$ cat src/hw/rtl/aled_pkg.sv
// Shared types and constants for the addressable LED bit serializer.
// Holds the word structs, phase codes, register indexes and reset values.
// No dependencies.
package aled_pkg;

  localparam int COLOR_BITS   = 24;
  localparam int CHAN_W       = 8;
  localparam int HIGH_W       = 16;
  localparam int GAP_W        = 20;
  localparam int CFG_INDEX_W  = 3;
  localparam int CFG_DATA_W   = 20;

  // Phase codes
  localparam logic [1:0] PH_IDLE = 2'd0;
  localparam logic [1:0] PH_HIGH = 2'd1;
  localparam logic [1:0] PH_LOW  = 2'd2;
  localparam logic [1:0] PH_GAP  = 2'd3;

  // Configuration register indexes
  localparam logic [CFG_INDEX_W-1:0] CFG_BRIGHTNESS = 3'd0;
  localparam logic [CFG_INDEX_W-1:0] CFG_ZERO_HIGH  = 3'd1;
  localparam logic [CFG_INDEX_W-1:0] CFG_ONE_HIGH   = 3'd2;
  localparam logic [CFG_INDEX_W-1:0] CFG_BIT_PERIOD = 3'd3;
  localparam logic [CFG_INDEX_W-1:0] CFG_GAP        = 3'd4;

  // Register reset values
  localparam logic [CHAN_W-1:0] RST_BRIGHTNESS = 8'd20;
  localparam logic [HIGH_W-1:0] RST_ZERO_HIGH  = 16'd50;
  localparam logic [HIGH_W-1:0] RST_ONE_HIGH   = 16'd100;
  localparam logic [HIGH_W-1:0] RST_BIT_PERIOD = 16'd168;
  localparam logic [GAP_W-1:0]  RST_GAP        = 20'd168000;

  typedef struct packed {
    logic              load;
    logic [CHAN_W-1:0] red;
    logic [CHAN_W-1:0] green;
    logic [CHAN_W-1:0] blue;
  } in_word_t;

  typedef struct packed {
    logic line_level;
    logic busy_res;
    logic frame_done;
  } out_word_t;

endpackage

$ cat src/hw/rtl/aled_scale.sv
// Brightness scaling of one color: each channel times brightness over 255.
// Packs the scaled channels green, red, blue into one 24-bit word.
// Depends on aled_pkg.
module aled_scale (
  input  logic [aled_pkg::CHAN_W-1:0]     brightness,
  input  logic [aled_pkg::CHAN_W-1:0]     red,
  input  logic [aled_pkg::CHAN_W-1:0]     green,
  input  logic [aled_pkg::CHAN_W-1:0]     blue,
  output logic [aled_pkg::COLOR_BITS-1:0] grb
);

  // Exact floor(v * b / 255) for 8-bit operands: (p + (p >> 8) + 1) >> 8.
  function automatic logic [aled_pkg::CHAN_W-1:0] scale_chan(
    input logic [aled_pkg::CHAN_W-1:0] v,
    input logic [aled_pkg::CHAN_W-1:0] b
  );
    logic [15:0] prod;
    logic [16:0] acc;
    prod = 16'(v) * 16'(b);
    acc  = 17'(prod) + 17'(prod[15:8]) + 17'd1;
    return acc[15:8];
  endfunction

  assign grb = {scale_chan(green, brightness),
                scale_chan(red, brightness),
                scale_chan(blue, brightness)};

endmodule

$ cat src/hw/rtl/addressable_led_bit_serializer_unit.sv
// Top level of the addressable LED bit serializer.
// Holds the timing registers, the phase sequencer and the output word register.
// Depends on aled_pkg and aled_scale.
//
//   channel  | direction | handshake           | word
//   ---------+-----------+---------------------+------------------------------
//   in       | into unit | in_valid/in_stall   | aled_pkg::in_word_t (one tick)
//   out      | out       | out_valid/out_stall | aled_pkg::out_word_t
//   cfg      | into unit | cfg_write           | cfg_index, cfg_data
//
// Every input word is one tick of line timing and yields exactly one output word.
// One word per cycle unless the output stalls: the sequencer advances in the same cycle
// a word is taken, and the result lands in the output register on the next edge.
// Input stalls only while the output register is full and its consumer stalls.
// Reset (rst, synchronous) returns all timing registers to their defaults and
// the sequencer to idle; no clearing pass is needed.
module addressable_led_bit_serializer_unit #(
  parameter int BITS_PER_FRAME = 24
) (
  input  logic                               clk,
  input  logic                               rst,
  input  logic                               in_valid,
  output logic                               in_stall,
  input  aled_pkg::in_word_t                 in_data,
  output logic                               out_valid,
  input  logic                               out_stall,
  output aled_pkg::out_word_t                out_data,
  input  logic                               cfg_write,
  input  logic [aled_pkg::CFG_INDEX_W-1:0]   cfg_index,
  input  logic [aled_pkg::CFG_DATA_W-1:0]    cfg_data
);

  localparam int CNT_W = $clog2(BITS_PER_FRAME + 1);

  // Timing registers
  logic [aled_pkg::CHAN_W-1:0] brightness;
  logic [aled_pkg::HIGH_W-1:0] zero_high_cycles;
  logic [aled_pkg::HIGH_W-1:0] one_high_cycles;
  logic [aled_pkg::HIGH_W-1:0] bit_period_cycles;
  logic [aled_pkg::GAP_W-1:0]  gap_cycles;

  // Sequencer state
  logic [BITS_PER_FRAME-1:0]  color_shift, color_shift_next;
  logic [CNT_W-1:0]           bits_left, bits_left_next;
  logic [1:0]                 phase, phase_next;
  logic [aled_pkg::GAP_W-1:0] phase_count, phase_count_next;

  aled_pkg::out_word_t result;

  logic                          in_fire;
  logic [aled_pkg::COLOR_BITS-1:0] grb;
  logic [aled_pkg::HIGH_W-1:0]   high_len;
  logic [aled_pkg::HIGH_W-1:0]   low_len;
  logic [aled_pkg::HIGH_W-1:0]   high_lim;
  logic [aled_pkg::GAP_W-1:0]    gap_lim;
  logic [aled_pkg::GAP_W-1:0]    count_inc;
  logic [CNT_W-1:0]              bits_dec;

  // Hold the input while a finished word waits on a stalled consumer.
  assign in_stall = out_valid & out_stall;
  assign in_fire  = in_valid & ~in_stall;

  // Configuration writes; out-of-range indexes are dropped.
  always_ff @(posedge clk) begin
    if (rst) begin
      brightness        <= aled_pkg::RST_BRIGHTNESS;
      zero_high_cycles  <= aled_pkg::RST_ZERO_HIGH;
      one_high_cycles   <= aled_pkg::RST_ONE_HIGH;
      bit_period_cycles <= aled_pkg::RST_BIT_PERIOD;
      gap_cycles        <= aled_pkg::RST_GAP;
    end else if (cfg_write) begin
      case (cfg_index)
        aled_pkg::CFG_BRIGHTNESS: brightness        <= cfg_data[aled_pkg::CHAN_W-1:0];
        aled_pkg::CFG_ZERO_HIGH:  zero_high_cycles  <= cfg_data[aled_pkg::HIGH_W-1:0];
        aled_pkg::CFG_ONE_HIGH:   one_high_cycles   <= cfg_data[aled_pkg::HIGH_W-1:0];
        aled_pkg::CFG_BIT_PERIOD: bit_period_cycles <= cfg_data[aled_pkg::HIGH_W-1:0];
        aled_pkg::CFG_GAP:        gap_cycles        <= cfg_data;
        default: ;
      endcase
    end
  end

  // Scale the incoming color; only used on a load from idle.
  aled_scale u_scale (
    .brightness (brightness),
    .red        (in_data.red),
    .green      (in_data.green),
    .blue       (in_data.blue),
    .grb        (grb)
  );

  // Bit timing for the bit now at the head of the shift register.
  assign high_len  = color_shift[BITS_PER_FRAME-1] ? one_high_cycles : zero_high_cycles;
  assign high_lim  = (high_len == '0) ? aled_pkg::HIGH_W'(1) : high_len;
  assign low_len   = (bit_period_cycles > high_len) ? (bit_period_cycles - high_len) : '0;
  assign gap_lim   = (gap_cycles == '0) ? aled_pkg::GAP_W'(1) : gap_cycles;
  assign count_inc = phase_count + aled_pkg::GAP_W'(1);
  assign bits_dec  = (bits_left != '0) ? (bits_left - CNT_W'(1)) : '0;

  always_comb begin
    color_shift_next  = color_shift;
    bits_left_next    = bits_left;
    phase_next        = phase;
    phase_count_next  = count_inc;
    result.line_level = 1'b0;
    result.busy_res   = 1'b1;
    result.frame_done = 1'b0;
    case (phase)
      aled_pkg::PH_HIGH: begin
        result.line_level = 1'b1;
        if (count_inc >= aled_pkg::GAP_W'(high_lim)) begin
          phase_count_next = '0;
          if (low_len != '0) begin
            phase_next = aled_pkg::PH_LOW;
          end else begin
            // High time fills the period: skip the low part, advance the bit.
            color_shift_next = color_shift << 1;
            bits_left_next   = bits_dec;
            phase_next       = (bits_dec == '0) ? aled_pkg::PH_GAP : aled_pkg::PH_HIGH;
          end
        end
      end
      aled_pkg::PH_LOW: begin
        if (count_inc >= aled_pkg::GAP_W'(low_len)) begin
          color_shift_next = color_shift << 1;
          bits_left_next   = bits_dec;
          phase_count_next = '0;
          phase_next       = (bits_dec == '0) ? aled_pkg::PH_GAP : aled_pkg::PH_HIGH;
        end
      end
      aled_pkg::PH_GAP: begin
        if (count_inc >= gap_lim) begin
          result.frame_done = 1'b1;
          phase_next        = aled_pkg::PH_IDLE;
          phase_count_next  = '0;
        end
      end
      default: begin
        // Idle: latch a new frame on load, ignore otherwise.
        result.busy_res  = 1'b0;
        phase_count_next = phase_count;
        if (in_data.load) begin
          color_shift_next = BITS_PER_FRAME'(grb) << (BITS_PER_FRAME - aled_pkg::COLOR_BITS);
          bits_left_next   = CNT_W'(BITS_PER_FRAME);
          phase_next       = aled_pkg::PH_HIGH;
          phase_count_next = '0;
        end
      end
    endcase
  end

  // Advance the sequencer only on an accepted tick.
  always_ff @(posedge clk) begin
    if (rst) begin
      color_shift <= '0;
      bits_left   <= '0;
      phase       <= aled_pkg::PH_IDLE;
      phase_count <= '0;
    end else if (in_fire) begin
      color_shift <= color_shift_next;
      bits_left   <= bits_left_next;
      phase       <= phase_next;
      phase_count <= phase_count_next;
    end
  end

  // Output word register: load on accept, drop once taken.
  always_ff @(posedge clk) begin
    if (rst) begin
      out_valid <= 1'b0;
    end else if (in_fire) begin
      out_valid <= 1'b1;
    end else if (!out_stall) begin
      out_valid <= 1'b0;
    end
  end

  always_ff @(posedge clk) begin
    if (in_fire) begin
      out_data <= result;
    end
  end

  // The line is never driven high outside a frame.
  a_line_busy : assert property (@(posedge clk) disable iff (rst)
    out_valid && out_data.line_level |-> out_data.busy_res)
    else $error("line high while not busy");

  // Frame completion is reported only while busy.
  a_done_busy : assert property (@(posedge clk) disable iff (rst)
    out_valid && out_data.frame_done |-> out_data.busy_res)
    else $error("frame_done outside a frame");

  // A load taken from idle starts a full frame in the high phase.
  a_load_start : assert property (@(posedge clk) disable iff (rst)
    in_fire && phase == aled_pkg::PH_IDLE && in_data.load
    |=> phase == aled_pkg::PH_HIGH && bits_left == CNT_W'(BITS_PER_FRAME))
    else $error("load did not start a frame");

  // The bit counter never exceeds the frame length.
  a_bits_range : assert property (@(posedge clk) disable iff (rst)
    bits_left <= CNT_W'(BITS_PER_FRAME))
    else $error("bit counter out of range");

endmodule

$ cat config.mk
export PLATFORM = sky130hd
export DESIGN_NAME = addressable_led_bit_serializer_unit
export DESIGN_NICKNAME = d
export VERILOG_FILES = /design/src/hw/rtl/aled_pkg.sv /design/src/hw/rtl/aled_scale.sv /design/src/hw/rtl/addressable_led_bit_serializer_unit.sv
export SDC_FILE = /design/constraint.sdc
export NUM_CORES = 1
export LEC_CHECK = 0
export BUFFER_PORTS_ARGS = -buffer_cell sky130_fd_sc_hd__buf_2
export CAP_MARGIN = 30
export CORE_UTILIZATION = 30
export DETAILED_ROUTE_END_ITERATION = 16
export SYNTH_ARGS = -nofsm -noshare
export SYNTH_HDL_FRONTEND = slang
export SYNTH_SLANG_ARGS = --single-unit
$ cat constraint.sdc
create_clock -name clk -period 8.94 [get_ports clk]
set_clock_uncertainty 0.15 [all_clocks]
set_input_delay 1.788 -clock clk [delete_from_list [all_inputs] [get_ports clk]]
set_output_delay 1.788 -clock clk [all_outputs]
set_load 0.05 [all_outputs]
==> results.cfg <==
[final_layout]
final_util_pct = 33.75
area.growth.synth_to_final_pct = 10.61
final_cell_mix = 281 x nand2_1, 201 x ha_1, 200 x inv_1
nNetsFinal = 2270
drive_above_1_share_pct = 7.083
num-fill-cells = 5303
layout_commonest_cell = nand2_1

[pwr]
peakVddDrop_uv = 142.5
powerDensity_mw_per_mm2 = 132.1
p_leak_nw = 8.089

[timing]
min_period_ns = 7.998
tns_ns = 0
rsz0062_at_grt = false
fmax_mhz = 125.0
worst_pin_slew_ns = 1.006
finalMaxSlewViolations = 0
period_share_pct = 89.46
slew_headroom_pct = 32.70
finalHoldViolations = 0
setup_viol = 0

[synth]
syn_inst = 1880
synth_seq_cells = 131
synth_fp_nets = 2243
syn_avg_cell_area_sq_um = 8.159
syn_area_sq_mm = 0.01534
yosysUniqueCellTypes = 81
synth_top_area_share_pct = 16.70
postSynth.asyncResetShare_pct = 0
yosys_most_used_dff = dfxtp_1
ys_top_cells_by_area = dfxtp_1 17%, ha_1 16%, fa_1 14%, and2_1 6.9%, nand2_1 6.9%
synth_top_area_cell = dfxtp_1
seq_area_frac_synth_pct = 17.29
ys_warn_count = 0
synth-edff-count = 3

[clocking]
worst_skew_pair.late_latency_ns = 0.42
cts_tree = yes
postCtsSetupRepairBufs = 0
cts_hold_repair.buffers = 0
cts_made_buffers = 17
root_buffer = clkbuf_16
cts_max_level = 4
clockBufferDepth = 2
clkSlewWorstSetupHoldPaths_ns = 0.07
clock_sinks = 131
cts_resized = 0

[die]
fp.dieH_microns = 228.1
coreArea_sq_mm = 0.05027
start_util_pct = 30.51
die_x_microns = 228.1
row_count = 82
die_area_sq_mm = 0.05204
ioPinCount = 58

[routing]
drc = 0
ant_nets = 0
drtIter0Drc = 640
drt-total-wl_mm = 39.75
via_per_inst = 4.999
vias = 12962
wl_per_cell_microns = 15.33
drt-pass1-iter-count = 5

[global_route]
grt_pass1_vias = 13004
grt_max_degree = 78
groute.usage.overall_pct = 15.55
antenna_found_initial = 1
grt_overflow_total = 0
grt_pass1_wl_mm = 66.61

[run]
maxCapViolCount = 0

[placed_design]
routabilityCongestion = 0.8916
dp_hpwl_mm = 31.27
port_buffers = 57

[worst_setup_path]
required_ns = 9.12
crit_arrival_ns = 8.17
cp_max_fo = 8
crit_type = primary input to register
cp-end-kind = register
critPathLaunchType = primary input

[hold_path]
hold_class = register to register

[outcome]
status = finished, final reports clean
state kept, by name, indices dropped and copies added, names as in the netlist:
name               flops
out_data               3
out_valid              1
phase                  2
one_high_cycles       16
bits_left              5
gap_cycles            20
bit_period_cycles     16
brightness             8
zero_high_cycles      16
phase_count           20
color_shift           24
synth_stat cells (18+ instances only):
library cell	count
a21o_1	37
nand2_1	281
o211ai_1	18
inv_1	200
and2_1	170
o21ai_0	52
nand3_1	49
mux2i_1	36
xnor2_1	50
nand2b_1	32
fa_1	109
clkbuf_1	56
nor2_1	47
nor3_1	20
a21oi_1	133
ha_1	201
dfxtp_1	128
xor2_1	36
through the flow:
step           std cells  instance area (sq um)  hold slack, ns  setup slack, ns  power [mW]
6_report            2593                  16970          0.3089           0.9421       2.241
3_3_place_gp        2559                  16320          0.2896           0.6008       1.474
5_1_grt             2592                  16970          0.3310           0.2919       2.403
4_1_cts             2592                  16970          0.3099           0.9509       2.257
3_5_place_dp        2560                  16330          0.3001           0.5006       1.493
2_1_floorplan       1880                  15340          0.2808            1.106       1.286
path summary, 6_finish.rpt:
check	startpoint	to	slack [ns]	cells past startpoint
hold reg to reg	one_high_cycles[0]	one_high_cycles[0]	0.31	2
hold / removal	one_high_cycles[0]	one_high_cycles[0]	0.31	2
setup / recovery	in_data[0]	color_shift[7]	0.94	26
setup reg to reg	brightness[3]	color_shift[7]	1.64	26
kinds of logic (layout without fill, tap and decap cells):
logic type                 Yosys count  in the layout  share of synthesized area, %
AOI/OAI and AO/OA                  355            355                         15.09
xor gates and xnor gates            88             88                         5.212
adders and majority gates          310            310                         30.62
buffers and inverters              266            306                         6.599
DFF                                131            131                         17.29
muxes                               39             39                         2.569
other                                0              1                             0
and+or+nand+nor                    691            691                         22.62
worst max-delay path, cell delays in order:
cell	delay, ns
buf_2	0.17
nand2_1	0.10
fa_1	0.52
fa_1	0.54
inv_1	0.05
fa_1	0.52
inv_1	0.05
fa_1	0.53
inv_1	0.04
ha_1	0.35
a21o_1	0.20
a221oi_1	0.47
o21ai_0	0.18
and3_1	0.21
nor2_1	0.22
ha_1	0.29
a21o_1	0.18
a2111oi_0	0.40
mux2i_1	0.18
and2_1	0.20
and3_1	0.17
a32o_1	0.29
nand4_1	0.12
xor2_1	0.15
o211ai_1	0.09
o211a_1	0.14
routing by layer:
layer | track usage, % | wire length [microns] | share of wire, %
met2 | 26.69 | 18650 | 47
met1 | 20.97 | 19390 | 49
met3 | 1.538 | 1276 | 3.2
met4 | 3.398 | 434 | 1.1
met5 | 0 | 0 | 0
cell type report:
cell class / instances / area [sq um] / area share (%)
clock buffers: 18 / 439.2 / 2.588
well taps: 672 / 840.8 / 4.955
diodes: 1 / 2.502 / 0.01475
multi-input cells: 1483 / 11670 / 68.81
repair buffers: 72 / 405.4 / 2.389
inverters: 202 / 758.2 / 4.469
flip-flops and latches: 131 / 2654 / 15.64
clock inverters: 14 / 192.7 / 1.136
power by group:
group          leakage, nW  total [mW]  switching [mW]  internal, mW
Combinational         6.71       0.855           0.510         0.345
Sequential            1.07       0.629          0.0200         0.609
Clock                0.307       0.757           0.301         0.456
Power figures use the tool's default switching activity.
